**src/rtl/bffa_pkg.sv**
```systemverilog
// ----------------------------------------------------------------------------
// bffa_pkg
// shared types and constants of the bitmap first-fit block allocator
// ----------------------------------------------------------------------------
package bffa_pkg;

	// default sizes of the managed area
	localparam int DEF_MAX_BLOCKS   = 1024;
	localparam int DEF_WORD_BITS    = 32;
	localparam int DEF_HEADER_BYTES = 16;

	// field widths
	localparam int CMD_W    = 1;
	localparam int REQ_W    = 16;
	localparam int START_W  = 10;
	localparam int COUNT_W  = 11;
	localparam int STAT_W   = 2;
	localparam int UNIT_W   = 13;
	localparam int CFG_W    = 13;
	localparam int CFGIDX_W = 2;

	// internal widths: block positions up to a full 11 bit capacity plus a step
	localparam int BLK_W  = 12;
	localparam int DIVD_W = 17;
	localparam int NEED_W = 18;

	// blocks examined per scan cycle
	localparam int NIB = 4;

	localparam logic [COUNT_W-1:0] COUNT_MAX = '1;

	// commands
	localparam logic [CMD_W-1:0] CMD_ALLOC = 1'b0;
	localparam logic [CMD_W-1:0] CMD_FREE  = 1'b1;

	// result status
	localparam logic [STAT_W-1:0] STAT_OK    = 2'd0;
	localparam logic [STAT_W-1:0] STAT_NOMEM = 2'd1;
	localparam logic [STAT_W-1:0] STAT_RANGE = 2'd2;

	// register indexes
	localparam logic [CFGIDX_W-1:0] REG_UNIT = 2'd0;
	localparam logic [CFGIDX_W-1:0] REG_CAP  = 2'd1;
	localparam logic [CFGIDX_W-1:0] REG_RESV = 2'd2;

	// register reset values
	localparam logic [UNIT_W-1:0]  RST_UNIT = 13'd16;
	localparam logic [COUNT_W-1:0] RST_CAP  = 11'd1024;
	localparam logic [COUNT_W-1:0] RST_RESV = 11'd4;

	typedef struct packed {
		logic [CMD_W-1:0]   command;
		logic [REQ_W-1:0]   request_bytes;
		logic [START_W-1:0] free_start;
		logic [COUNT_W-1:0] free_count;
	} cmd_t;

	typedef struct packed {
		logic [STAT_W-1:0]  status;
		logic [START_W-1:0] start_block;
		logic [COUNT_W-1:0] block_count;
		logic [COUNT_W-1:0] used_blocks;
	} rsp_t;

endpackage

```
**src/rtl/bitmap_first_fit_block_allocator_unit.sv**
```systemverilog
// ----------------------------------------------------------------------------
// bitmap_first_fit_block_allocator_unit
// first-fit contiguous block allocator over an occupancy bitmap in memory
// ----------------------------------------------------------------------------
// usage
//  - cmd channel (cmd_valid / cmd_stall / cmd) takes one word per command:
//    allocate a byte count, or free a run of blocks
//  - rsp channel (rsp_valid / rsp_stall / rsp) returns one word per command:
//    status, start block, block count and the used count after the command
//  - cfg port writes unit size, capacity and reserved count; user must keep to idle, unchecked
//  - one command at a time; cmd_stall is high while a command is in work
//  - allocate: restoring division for the block count, then a scan of the
//    bitmap at four blocks a scan cycle, each map word read before its
//    blocks are scanned, then one read and one write per word of the run
//  - free: one read and one write per map word the run touches
//  - the single map memory port pair sets the pace of scan and update
//  - after reset the map memory is cleared one word a cycle with cmd_stall high
//  - the result sits in an output register; when the receiver stalls it
//    holds, and a new command may already be accepted and worked on
// ----------------------------------------------------------------------------
module bitmap_first_fit_block_allocator_unit #(
	parameter int MAX_BLOCKS   = bffa_pkg::DEF_MAX_BLOCKS,
	parameter int WORD_BITS    = bffa_pkg::DEF_WORD_BITS,
	parameter int HEADER_BYTES = bffa_pkg::DEF_HEADER_BYTES
) (
	input  logic                          clk,
	input  logic                          arst_n,
	input  logic                          cmd_valid,
	output logic                          cmd_stall,
	input  bffa_pkg::cmd_t                cmd,
	output logic                          rsp_valid,
	input  logic                          rsp_stall,
	output bffa_pkg::rsp_t                rsp,
	input  logic                          cfg_we,
	input  logic [bffa_pkg::CFGIDX_W-1:0] cfg_index,
	input  logic [bffa_pkg::CFG_W-1:0]    cfg_data
);
	import bffa_pkg::*;

	localparam int WSH       = $clog2(WORD_BITS);
	localparam int MAP_WORDS = (MAX_BLOCKS + WORD_BITS - 1) / WORD_BITS;
	localparam int WA_W      = (MAP_WORDS > 1) ? $clog2(MAP_WORDS) : 1;
	localparam logic [WSH-1:0] LAST_NIB = WSH'(WORD_BITS - NIB);
	localparam logic [WA_W-1:0] LAST_WORD = WA_W'(MAP_WORDS - 1);

	// sequencer states
	localparam logic [2:0] ST_CLR  = 3'd0;
	localparam logic [2:0] ST_IDLE = 3'd1;
	localparam logic [2:0] ST_DIV  = 3'd2;
	localparam logic [2:0] ST_CHK  = 3'd3;
	localparam logic [2:0] ST_SRD  = 3'd4;
	localparam logic [2:0] ST_SCAN = 3'd5;
	localparam logic [2:0] ST_MRD  = 3'd6;
	localparam logic [2:0] ST_MWR  = 3'd7;
	localparam logic [2:0] ST_FIN  = 3'd7 ^ 3'd7;

	// ST_FIN needs its own code: use a fourth bit
	logic [3:0] state_q;
	localparam logic [3:0] S_CLR  = {1'b0, ST_CLR};
	localparam logic [3:0] S_IDLE = {1'b0, ST_IDLE};
	localparam logic [3:0] S_DIV  = {1'b0, ST_DIV};
	localparam logic [3:0] S_CHK  = {1'b0, ST_CHK};
	localparam logic [3:0] S_SRD  = {1'b0, ST_SRD};
	localparam logic [3:0] S_SCAN = {1'b0, ST_SCAN};
	localparam logic [3:0] S_MRD  = {1'b0, ST_MRD};
	localparam logic [3:0] S_MWR  = {1'b0, ST_MWR};
	localparam logic [3:0] S_FIN  = {1'b1, ST_FIN};

	// configuration registers
	logic [UNIT_W-1:0]  unit_q;
	logic [COUNT_W-1:0] cap_q;
	logic [COUNT_W-1:0] resv_q;

	// map memory, one bit per block
	logic [WORD_BITS-1:0] map_mem [MAP_WORDS];
	logic [WORD_BITS-1:0] rdata_q;
	logic                 rd_en;
	logic [WA_W-1:0]      rd_addr;
	logic                 wr_en;
	logic [WA_W-1:0]      wr_addr;
	logic [WORD_BITS-1:0] wr_data;

	// command context
	logic                 free_q;
	logic [COUNT_W-1:0]   used_q;
	logic [STAT_W-1:0]    stat_q;
	logic [BLK_W-1:0]     lo_q;
	logic [BLK_W-1:0]     cnt_q;
	logic [BLK_W-1:0]     cleared_q;
	logic [WA_W-1:0]      w_q;
	logic [WA_W-1:0]      last_q;

	// divider
	logic [DIVD_W-1:0]    dvd_q;
	logic [UNIT_W:0]      rem_q;
	logic [DIVD_W-1:0]    quo_q;
	logic [4:0]           dstep_q;
	logic [NEED_W-1:0]    need_q;

	// scan
	logic [BLK_W-1:0]     b_q;
	logic [BLK_W-1:0]     run_q;

	// output register
	logic                 rsp_valid_q;
	rsp_t                 rsp_q;
	logic                 fin_fire;

	// effective capacity
	logic [31:0]      cap32;
	logic [BLK_W-1:0] cap_eff;
	assign cap32   = (32'(cap_q) < 32'(MAX_BLOCKS)) ? 32'(cap_q) : 32'(MAX_BLOCKS);
	assign cap_eff = BLK_W'(cap32);

	// divider step
	logic [UNIT_W-1:0] unit_eff;
	logic [UNIT_W:0]   rem_sh;
	logic              qbit;
	logic [UNIT_W:0]   rem_nx;
	assign unit_eff = (unit_q == '0) ? UNIT_W'(1) : unit_q;
	assign rem_sh   = {rem_q[UNIT_W-1:0], dvd_q[DIVD_W-1]};
	assign qbit     = rem_sh >= {1'b0, unit_eff};
	assign rem_nx   = qbit ? (rem_sh - {1'b0, unit_eff}) : rem_sh;

	// scan of four blocks a cycle
	logic [BLK_W-1:0] run_v;
	logic             found_v;
	logic [BLK_W-1:0] fstart_v;
	logic [BLK_W-1:0] bb;
	logic [WSH-1:0]   bit_i;
	logic             occ;
	logic [BLK_W:0]   b_next;
	always_comb begin
		run_v    = run_q;
		found_v  = 1'b0;
		fstart_v = '0;
		bb       = '0;
		bit_i    = '0;
		occ      = 1'b0;
		for (int i = 0; i < NIB; i++) begin
			bb    = b_q + BLK_W'(i);
			bit_i = b_q[WSH-1:0] + WSH'(i);
			occ   = (bb < {1'b0, resv_q}) || rdata_q[bit_i];
			if (!found_v && (bb < cap_eff)) begin
				run_v = occ ? '0 : run_v + BLK_W'(1);
				if ({{(NEED_W-BLK_W){1'b0}}, run_v} == need_q) begin
					found_v  = 1'b1;
					fstart_v = bb + BLK_W'(1) - BLK_W'(need_q);
				end
			end
		end
	end
	assign b_next = {1'b0, b_q} + (BLK_W+1)'(NIB);

	// run mask over one word and the bits it clears
	logic [WORD_BITS-1:0] mask;
	logic [BLK_W-1:0]     hi;
	logic [31:0]          pos;
	logic [WORD_BITS-1:0] hit;
	always_comb begin
		hi  = lo_q + cnt_q;
		pos = '0;
		for (int j = 0; j < WORD_BITS; j++) begin
			pos     = (32'(w_q) << WSH) | 32'(j);
			mask[j] = (pos >= 32'(lo_q)) && (pos < 32'(hi));
		end
	end
	assign hit = rdata_q & mask;

	// used count at the end of the command
	logic [COUNT_W:0]   used_sum;
	logic [COUNT_W-1:0] used_fin;
	always_comb begin
		used_sum = {1'b0, used_q} + (COUNT_W+1)'(cnt_q);
		used_fin = used_q;
		if (stat_q == STAT_OK) begin
			if (free_q) begin
				used_fin = ({1'b0, used_q} > cleared_q) ?
					COUNT_W'({1'b0, used_q} - cleared_q) : '0;
			end else begin
				used_fin = used_sum[COUNT_W] ? COUNT_MAX : used_sum[COUNT_W-1:0];
			end
		end
	end

	// memory port control
	always_comb begin
		rd_en   = (state_q == S_SRD) || (state_q == S_MRD);
		rd_addr = (state_q == S_SRD) ? WA_W'(b_q >> WSH) : w_q;
		wr_en   = (state_q == S_CLR) || (state_q == S_MWR);
		wr_addr = w_q;
		wr_data = '0;
		if (state_q == S_MWR) begin
			wr_data = free_q ? (rdata_q & ~mask) : (rdata_q | mask);
		end
	end

	always_ff @(posedge clk) begin
		if (wr_en) begin
			map_mem[wr_addr] <= wr_data;
		end
		if (rd_en) begin
			rdata_q <= map_mem[rd_addr];
		end
	end

	// configuration
	always_ff @(posedge clk or negedge arst_n) begin
		if (!arst_n) begin
			unit_q <= RST_UNIT;
			cap_q  <= RST_CAP;
			resv_q <= RST_RESV;
		end else if (cfg_we) begin
			case (cfg_index)
				REG_UNIT: unit_q <= cfg_data[UNIT_W-1:0];
				REG_CAP:  cap_q  <= cfg_data[COUNT_W-1:0];
				REG_RESV: resv_q <= cfg_data[COUNT_W-1:0];
				default: ;
			endcase
		end
	end

	// sequencer
	logic [BLK_W:0] fsum;
	assign fsum = {2'b0, cmd.free_start} + {1'b0, cmd.free_count};

	// finish step hands over unless an older result is still held
	assign fin_fire = (state_q == S_FIN) && (!rsp_valid_q || !rsp_stall);

	always_ff @(posedge clk or negedge arst_n) begin
		if (!arst_n) begin
			state_q     <= S_CLR;
			w_q         <= '0;
			used_q      <= RST_RESV;
			rsp_valid_q <= 1'b0;
			rsp_q       <= '0;
			free_q      <= 1'b0;
			stat_q      <= STAT_OK;
			lo_q        <= '0;
			cnt_q       <= '0;
			cleared_q   <= '0;
			last_q      <= '0;
			dvd_q       <= '0;
			rem_q       <= '0;
			quo_q       <= '0;
			dstep_q     <= '0;
			need_q      <= '0;
			b_q         <= '0;
			run_q       <= '0;
		end else begin
			if (fin_fire) begin
				rsp_valid_q <= 1'b1;
			end else if (rsp_valid_q && !rsp_stall) begin
				rsp_valid_q <= 1'b0;
			end
			case (state_q)
				S_CLR: begin
					// zero one map word a cycle
					if (w_q == LAST_WORD) begin
						state_q <= S_IDLE;
					end
					w_q <= w_q + WA_W'(1);
				end
				S_IDLE: begin
					if (cmd_valid) begin
						free_q    <= (cmd.command == CMD_FREE);
						cleared_q <= '0;
						stat_q    <= STAT_OK;
						lo_q      <= BLK_W'(cmd.free_start);
						cnt_q     <= BLK_W'(cmd.free_count);
						dvd_q     <= DIVD_W'(cmd.request_bytes) + DIVD_W'(HEADER_BYTES);
						rem_q     <= '0;
						quo_q     <= '0;
						dstep_q   <= '0;
						if (cmd.command == CMD_ALLOC) begin
							state_q <= S_DIV;
						end else if (fsum > {1'b0, cap_eff}) begin
							stat_q  <= STAT_RANGE;
							state_q <= S_FIN;
						end else if (cmd.free_count == '0) begin
							state_q <= S_FIN;
						end else begin
							w_q     <= WA_W'(cmd.free_start >> WSH);
							last_q  <= WA_W'((fsum[BLK_W-1:0] - BLK_W'(1)) >> WSH);
							state_q <= S_MRD;
						end
					end
				end
				S_DIV: begin
					rem_q   <= rem_nx;
					quo_q   <= {quo_q[DIVD_W-2:0], qbit};
					dvd_q   <= dvd_q << 1;
					dstep_q <= dstep_q + 5'd1;
					if (dstep_q == 5'(DIVD_W - 1)) begin
						need_q  <= {1'b0, quo_q[DIVD_W-2:0], qbit} + NEED_W'(1);
						state_q <= S_CHK;
					end
				end
				S_CHK: begin
					b_q   <= '0;
					run_q <= '0;
					if (need_q > NEED_W'(cap_eff)) begin
						stat_q  <= STAT_NOMEM;
						state_q <= S_FIN;
					end else begin
						state_q <= S_SRD;
					end
				end
				S_SRD: begin
					state_q <= S_SCAN;
				end
				S_SCAN: begin
					run_q <= run_v;
					if (found_v) begin
						lo_q    <= fstart_v;
						cnt_q   <= BLK_W'(need_q);
						w_q     <= WA_W'(fstart_v >> WSH);
						last_q  <= WA_W'((fstart_v + BLK_W'(need_q) - BLK_W'(1)) >> WSH);
						state_q <= S_MRD;
					end else if (b_next >= {1'b0, cap_eff}) begin
						stat_q  <= STAT_NOMEM;
						state_q <= S_FIN;
					end else begin
						b_q <= b_next[BLK_W-1:0];
						if (b_q[WSH-1:0] == LAST_NIB) begin
							state_q <= S_SRD;
						end
					end
				end
				S_MRD: begin
					state_q <= S_MWR;
				end
				S_MWR: begin
					cleared_q <= cleared_q + BLK_W'($countones(hit));
					if (w_q == last_q) begin
						state_q <= S_FIN;
					end else begin
						w_q     <= w_q + WA_W'(1);
						state_q <= S_MRD;
					end
				end
				S_FIN: begin
					// wait here only while an older result is still held
					if (fin_fire) begin
						rsp_q.status      <= stat_q;
						rsp_q.start_block <= (stat_q == STAT_OK) ? START_W'(lo_q) : '0;
						rsp_q.block_count <= (stat_q == STAT_OK) ? COUNT_W'(cnt_q) : '0;
						rsp_q.used_blocks <= used_fin;
						used_q            <= used_fin;
						state_q           <= S_IDLE;
					end
				end
				default: begin
					state_q <= S_IDLE;
				end
			endcase
		end
	end

	assign cmd_stall = (state_q != S_IDLE);
	assign rsp_valid = rsp_valid_q;
	assign rsp       = rsp_q;

	// a new result only comes out of the finish step
	a_rsp_from_fin: assert property (@(posedge clk) disable iff (!arst_n)
		$rose(rsp_valid) |-> $past(state_q == S_FIN))
		else $error("result raised outside finish step");

	// no command is taken while the map is being cleared
	a_clr_stall: assert property (@(posedge clk) disable iff (!arst_n)
		(state_q == S_CLR) |-> cmd_stall)
		else $error("command accepted during map clear");

	// failed allocate reports an empty run
	a_nomem_empty: assert property (@(posedge clk) disable iff (!arst_n)
		(rsp_valid && rsp.status == STAT_NOMEM) |->
		(rsp.start_block == '0 && rsp.block_count == '0))
		else $error("failed allocate reports a run");

	// the run update never walks past its last word
	a_wr_bound: assert property (@(posedge clk) disable iff (!arst_n)
		(state_q == S_MWR) |-> (w_q <= last_q))
		else $error("map update past end of run");

	// a held result keeps its contents
	a_rsp_hold: assert property (@(posedge clk) disable iff (!arst_n)
		(rsp_valid && rsp_stall) |=> $stable(rsp))
		else $error("held result changed");

endmodule

```
**config.mk**
```make
export PLATFORM = sky130hd
export DESIGN_NAME = bitmap_first_fit_block_allocator_unit
export DESIGN_NICKNAME = d
export VERILOG_FILES = /design/src/rtl/bffa_pkg.sv /design/src/rtl/bitmap_first_fit_block_allocator_unit.sv
export SDC_FILE = /design/constraint.sdc
export NUM_CORES = 2
export LEC_CHECK = 0
export ABC_AREA = 1
export BUFFER_PORTS_ARGS = -buffer_cell sky130_fd_sc_hd__buf_4
export CAP_MARGIN = 20
export CORE_UTILIZATION = 50
export CTS_CLUSTER_DIAMETER = 150
export DETAILED_ROUTE_END_ITERATION = 16
export PLACE_DENSITY_LB_ADDON = 0.3
export SLEW_MARGIN = 20
export SYNTH_ARGS = -nofsm -noshare
export SYNTH_HDL_FRONTEND = slang
export SYNTH_SLANG_ARGS = --single-unit
```
**constraint.sdc**
```tcl
create_clock -name clk -period 9.5 [get_ports clk]
set_clock_uncertainty 0.2 [all_clocks]
set_input_delay 0.95 -clock clk [delete_from_list [all_inputs] [get_ports clk]]
set_output_delay 0.95 -clock clk [all_outputs]
set_load 0.03 [all_outputs]
```
* After elaboration in Yosys (flattened, before gate mapping)
Memories as Yosys holds them, arrays and structs flattened. A register that Yosys moved wholly into a read port is not among the register bits. Cells that the tools add are included.
Storage, ports and cells: bits in registers 227, latch bits 0, RAM bits 1024, ROM bits 0, input port bits 58, output and inout port bits 36, memories kept 1
Operators by class: add/sub/neg operators 62, multipliers 0, divide/modulo/power cells 0, $lt $le $gt $ge 82, equal/unequal tests 33, shifts and indexed selects 0, multiplexer cells 101, bitwise operators 4, reduce and logical (&&, ||, !) cells 75
Memory list:
- map_mem | words 32, bits a word 32, read ports 1, clocked after memory_dff 1, wr ports 1, line bitmap_first_fit_block_allocator_unit.sv:75 | logic [WORD_BITS-1:0] map_mem [MAP_WORDS];
Operator list (count):
- 10-bit by 12-bit >= comparator with 1-bit output | 32
- 10-bit by 12-bit less-than comparator with 1-bit output | 32
- 12-bit two-way mux | 23
- 12-bit one-hot mux with 2 select lines | 5
- 12-bit by 1-bit adder with 12-bit output (second input constant) | 8
- 12-bit by 11-bit less-than comparator with 1-bit output | 8
- 12-bit by 18-bit equality test with 1-bit output | 4
- 11-bit two-way mux | 6
- 5-bit two-way mux | 13
- 32-bit AND | 2
- 32-bit two-way mux | 2
- 4-bit two-way mux | 12
- 12-bit subtractor | 4
- 13-bit two-way mux | 3
- 1-bit logical AND | 37
- 4-bit one-hot mux with 9 select lines | 1
- 17-bit one-hot mux with 2 select lines | 1
- 1-bit by 1-bit adder with 2-bit output | 16
- 32-bit inverter | 1
- 32-bit OR | 1
- 16-bit one-hot mux with 2 select lines | 1
- 13-bit one-hot mux with 2 select lines | 1
- 12-bit by 2-bit adder with 12-bit output (second input constant) | 2
- 2-bit by 2-bit adder with 3-bit output | 8
- 58 further kinds | 134

* Longest topological paths before layout
depth in word-level cells 22, depth in mapped cells 60

* Least setup slack after synthesis
Ideal clock, no wire load.
path type flip-flop to flip-flop, start register lo_q[0], end register cleared_q[10], setup time 0.127 ns, data arrival time 8.768 ns, required time 9.173 ns, setup slack 0.405 ns, stages on the path, launching flop included 45, buffers on the path 1, cells stage by stage dfrtp_1 -> ha_1 -> fa_1 -> nand2_1 -> inv_1 -> o21ai_0 -> nand2_1 -> a21oi_1 -> o21bai_1 -> a21oi_1 -> o21ai_0 -> a21o_1 -> a21oi_1 -> xor2_1 -> nand2_1 -> inv_1 -> nand3_1 -> nor3_1 -> [... 9 more ...] -> inv_1 -> fa_1 -> fa_1 -> fa_1 -> fa_1 -> fa_1 -> o31ai_1 -> nand2_1 -> inv_1 -> nor2_1 -> nor2_1 -> nor2_1 -> nor2_1 -> o21ai_0 -> nor2_1 -> inv_1 -> o21ai_0 -> o22ai_1
Between the ends: longest elaborated chain between the ends 11
Ends and longest elaborated chain:
- start, declared | line bitmap_first_fit_block_allocator_unit.sv:87 | logic [BLK_W-1:0] lo_q;
- start signal, assigned | line bitmap_first_fit_block_allocator_unit.sv:269 | lo_q <= BLK_W'(cmd.free_start);
- start signal, assigned | line bitmap_first_fit_block_allocator_unit.sv:315 | lo_q <= fstart_v;
- 12-bit adder | line bitmap_first_fit_block_allocator_unit.sv:161 | hi = lo_q + cnt_q;
- 10-bit by 12-bit less-than comparator with 1-bit output | line bitmap_first_fit_block_allocator_unit.sv:165 | mask[j] = (pos >= 32'(lo_q)) && (pos < 32'(hi));
- 1-bit logical AND | line bitmap_first_fit_block_allocator_unit.sv:165
- 32-bit AND * | line bitmap_first_fit_block_allocator_unit.sv:168 | assign hit = rdata_q & mask;
- 1-bit by 1-bit adder with 2-bit output (not written as such) | line bitmap_first_fit_block_allocator_unit.sv:334 | cleared_q <= cleared_q + BLK_W'($countones(hit));
- 2-bit by 2-bit adder with 3-bit output (not written as such) | line bitmap_first_fit_block_allocator_unit.sv:334
- 3-bit by 3-bit adder with 4-bit output (not written as such) | line bitmap_first_fit_block_allocator_unit.sv:334
- 4-bit by 4-bit adder with 5-bit output (not written as such) | line bitmap_first_fit_block_allocator_unit.sv:334
- 5-bit by 5-bit adder with 6-bit output (not written as such) * | line bitmap_first_fit_block_allocator_unit.sv:334
- 12-bit by 6-bit adder with 12-bit output * | line bitmap_first_fit_block_allocator_unit.sv:334
- 12-bit one-hot mux with 2 select lines * | line bitmap_first_fit_block_allocator_unit.sv:256 | case (state_q)
- end signal, assigned | line bitmap_first_fit_block_allocator_unit.sv:334
- end, declared | line bitmap_first_fit_block_allocator_unit.sv:89 | logic [BLK_W-1:0] cleared_q;
Every way passes the cells marked *; elsewhere a longest branch is shown, timed or not. A chain may end at the register's enable or synchronous reset.

* Worst setup path in the final report
Ends and elaborated chain as after synthesis.

==> results.yml <==
grt:
  grt_pass1_wl_mm: 287
  grt_use_total: 0.303
  antenna_found_initial: 2
  grt_pass1_vias: 45600
  grt_overflow: 0
  grt_max_degree: 152
logic_synthesis:
  postSynthAreaPerCell_um2: 10.4
  synth_nets: 6387
  ys_top_cells_by_area: "edfxtp_1, dfrtp_1, o21ai_0, nand2_1, nor2_1"
  synth_cell_types: 70
  yosys.area.top_type: "edfxtp_1"
  netlist_area_um2: 62800
  yosys_most_used_dff: "edfxtp_1"
  ys_seq_area_frac: 0.590
  synth-edff-count: 1056
  async_reset_ff_frac: 0.169
  yosysWarnings: 0
  synthCells: 6059
  yosys_register_bits: 1271
  synth.top_cell.area_share: 0.505
die:
  core.rowCount: 129
  pin_count: 94
  fp.dieW_um: 357
  initial_core_util: 0.506
  core_area_um2: 124000
  die_h_um: 357
  die_area_um2: 127000
cells_and_area:
  final_cell_mix: "edfxtp_1, nand2_1, o21ai_0"
  drive_gt1_frac: 0.0985
  multi_input_area_um2: 23300
  layoutNonFillerInstCount: 7839
  final_common_cell: "edfxtp_1"
  fin_nets: 6423
  fin_area_um2: 70400
  seq_area_um2: 37100
  n_fill_cell: 10300
  area_growth_pct: 12.0
route:
  drt_wl_total_mm: 195
  drt_pass1_iterations: 6
  postRouteAntennaNets: 0
  drcViolationCount: 0
  post_drt_wl_per_cell_um: 24.8
  vias: 48200
  vias_per_cell: 6.14
  drtIter0Drc: 5901
sta:
  hold_viol_final: 0
  worst_slew_pin_slew_ns: 1.15
  period_share: 0.950
  hold_slack_ns: 0.193
  setup_viol: 0
  slew_viol_final: 0
  max_clock_freq_mhz: 111
  min_period_ns: 9.02
  max-slew-margin-rel: 0.234
placed_design:
  place.gp.congestion: 0.961
  placement.io_buffers: 93
  dp.cells: 7591
  dpl_cell_area_um2: 65700
  dp_hpwl_mm: 115
cts:
  cts_tree: "built"
  cts_sinks: 1271
  clk_pin_slew_ns: 0.06
  cts_buffers: 134
  htree_levels: 4
  cts_buffer_depth: 3
  clk_latency_ns: 0.79
  clock_tree.root_cell: "clkbuf_16"
pwr:
  netSwitchingFraction: 0.456
  irDropWorstVdd_mv: 0.440
  p_leak_nw: 27.9
  combinationalPowerShare: 0.521
  p_int_mw: 14.0
  power.switching_mw: 11.7
  pwr-share-clk: 0.208
  power.density_nw_per_um2: 365
  seqPwrFrac: 0.271
setup_path:
  path_max_fanout: 6
  cp_data_arrival_time_ns: 9.47
  critPathMaxStageDelay_ns: 0.57
  start_kind: "flop"
  critPathBufInv: 9
  cp_slowest_cell: "fa_1"
  crit_family: "adder cells"
  cp.required_ns: 9.95
  critPathKind: "flop to flop"
  end_kind: "flop"
status:
  outcome: "completed"
worst_hold_path:
  hold_class: "primary input to flop"
flow_run:
  drv_cap: 0
==> power by group through the flow <==
stage / Combinational (mW) / Sequential [mW] / Clock (mW)
6_report: 13.4 / 6.96 / 5.33
5_1_grt: 14.8 / 7.00 / 5.59
4_1_cts: 13.1 / 6.95 / 5.39
3_5_place_dp: 13.1 / 7.06 / 0
3_3_place_gp: 12.8 / 7.05 / 0
2_1_floorplan: 9.18 / 6.98 / 0
==> flip-flops by register name, indices dropped and copies added (netlist names) <==
name       cells
rsp           24
free_q         1
cnt_q         12
unit_q        13
quo_q         16
need_q        18
run_q         12
dvd_q         17
state_q        4
map_mem     1024
stat_q         2
cap_q         11
b_q           10
rem_q         13
used_q        11
rdata_q       32
cleared_q     12
rsp_valid      1
w_q            5
resv_q        11
lo_q          12
dstep_q        5
last_q         5
==> tightest hold or removal path, stage by stage <==
cell and delay [ns]:
buf_4 0.08, a22oi_1 0.06, nand2_1 0.06
==> kinds of logic (layout without fill, tap and decap cells) <==
group	after synthesis	in the layout	synth area share
flops	1271	1271	0.590
compound gates	1615	1615	0.154
other cells	1	2	0.0000597
fa+ha+maj	270	270	0.0587
simple gates	2008	2008	0.133
buf+inv	786	928	0.0493
mux	2	2	0.000319
xor+xnor	106	106	0.0148
==> metrics by stage <==
step	TNS, ns	power [mW]	worst slack (ns)	util
6_report	0	25.7	0.478	0.567
5_1_grt	-0.132	27.4	-0.0685	0.567
4_1_cts	0	25.5	0.0125	0.565
3_5_place_dp	-0.0241	20.1	-0.0241	0.529
3_3_place_gp	0	19.9	0.0257	0.529
2_1_floorplan	0	16.2	0.405	-
==> timing repair <==
action / 4_1_cts / 5_1_grt
buffers inserted: 0 / 4
gates resized for setup: 1 / 22
endpoints found under the setup margin: 1 / 6
hold buffers: 1 / 0
pin swaps: 0 / 13
hold endpoints to repair: 63 / 0
==> cell usage after synthesis (all sizes together), types with 12 or more instances <==
cell type  count
fa            41
nor3          33
o211ai        85
buf           41
clkbuf       286
o21bai        18
nand2        858
dfrtp        211
o21ai        844
edfxtp      1056
ha           229
a22oi         13
a21oi        212
xnor2         27
a31oi         81
nor4          12
nand4         63
inv          451
o221ai       211
nor2         792
nand3        228
o22ai         94
xor2          79
==> layer usage <==
| layer | vias up | track usage | wire length [um] | share of wire |
|---|---|---|---|---|
| met5 | - | 0 | 0 | 0 |
| met4 | 0 | 0.136 | 8650 | 0.044 |
| met3 | 451 | 0.0498 | 18000 | 0.092 |
| met2 | 2449 | 0.482 | 90100 | 0.46 |
| met1 | 23500 | 0.409 | 77900 | 0.40 |
| li1 | 21800 | - | - | - |
==> cell type report <==
cell class / count / share of cell area
multi-input combinational: 4002 / 0.330
antenna: 1 / 0.0000356
clock buffer: 177 / 0.0510
inverter: 459 / 0.0248
tap: 1637 / 0.0291
sequential: 1271 / 0.527
timing repair buffer: 227 / 0.0249
clock inverter: 65 / 0.0126
==> worst paths after layout <==
| kind | startpoint | endpoint | slack [ns] | cells after the start |
|---|---|---|---|---|
| min in group asynchronous | arst_n | dvd_q[4]$_DFFE_PN0P_ | 0.59 | 2 |
| max | lo_q[0]$_DFFE_PN0P_ | cleared_q[10]$_DFFE_PN0P_ | 0.48 | 45 |
| max reg2reg | lo_q[0]$_DFFE_PN0P_ | cleared_q[10]$_DFFE_PN0P_ | 0.48 | 45 |
| min reg2reg | need_q[14]$_DFFE_PN0P_ | need_q[14]$_DFFE_PN0P_ | 0.28 | 2 |
| max in group asynchronous | arst_n | run_q[11]$_DFFE_PN0N_ | 7.11 | 3 |
| min | cmd[23] | dvd_q[2]$_DFFE_PN0P_ | 0.19 | 3 |
No activity file was read; power rests on OpenSTA's default activity.
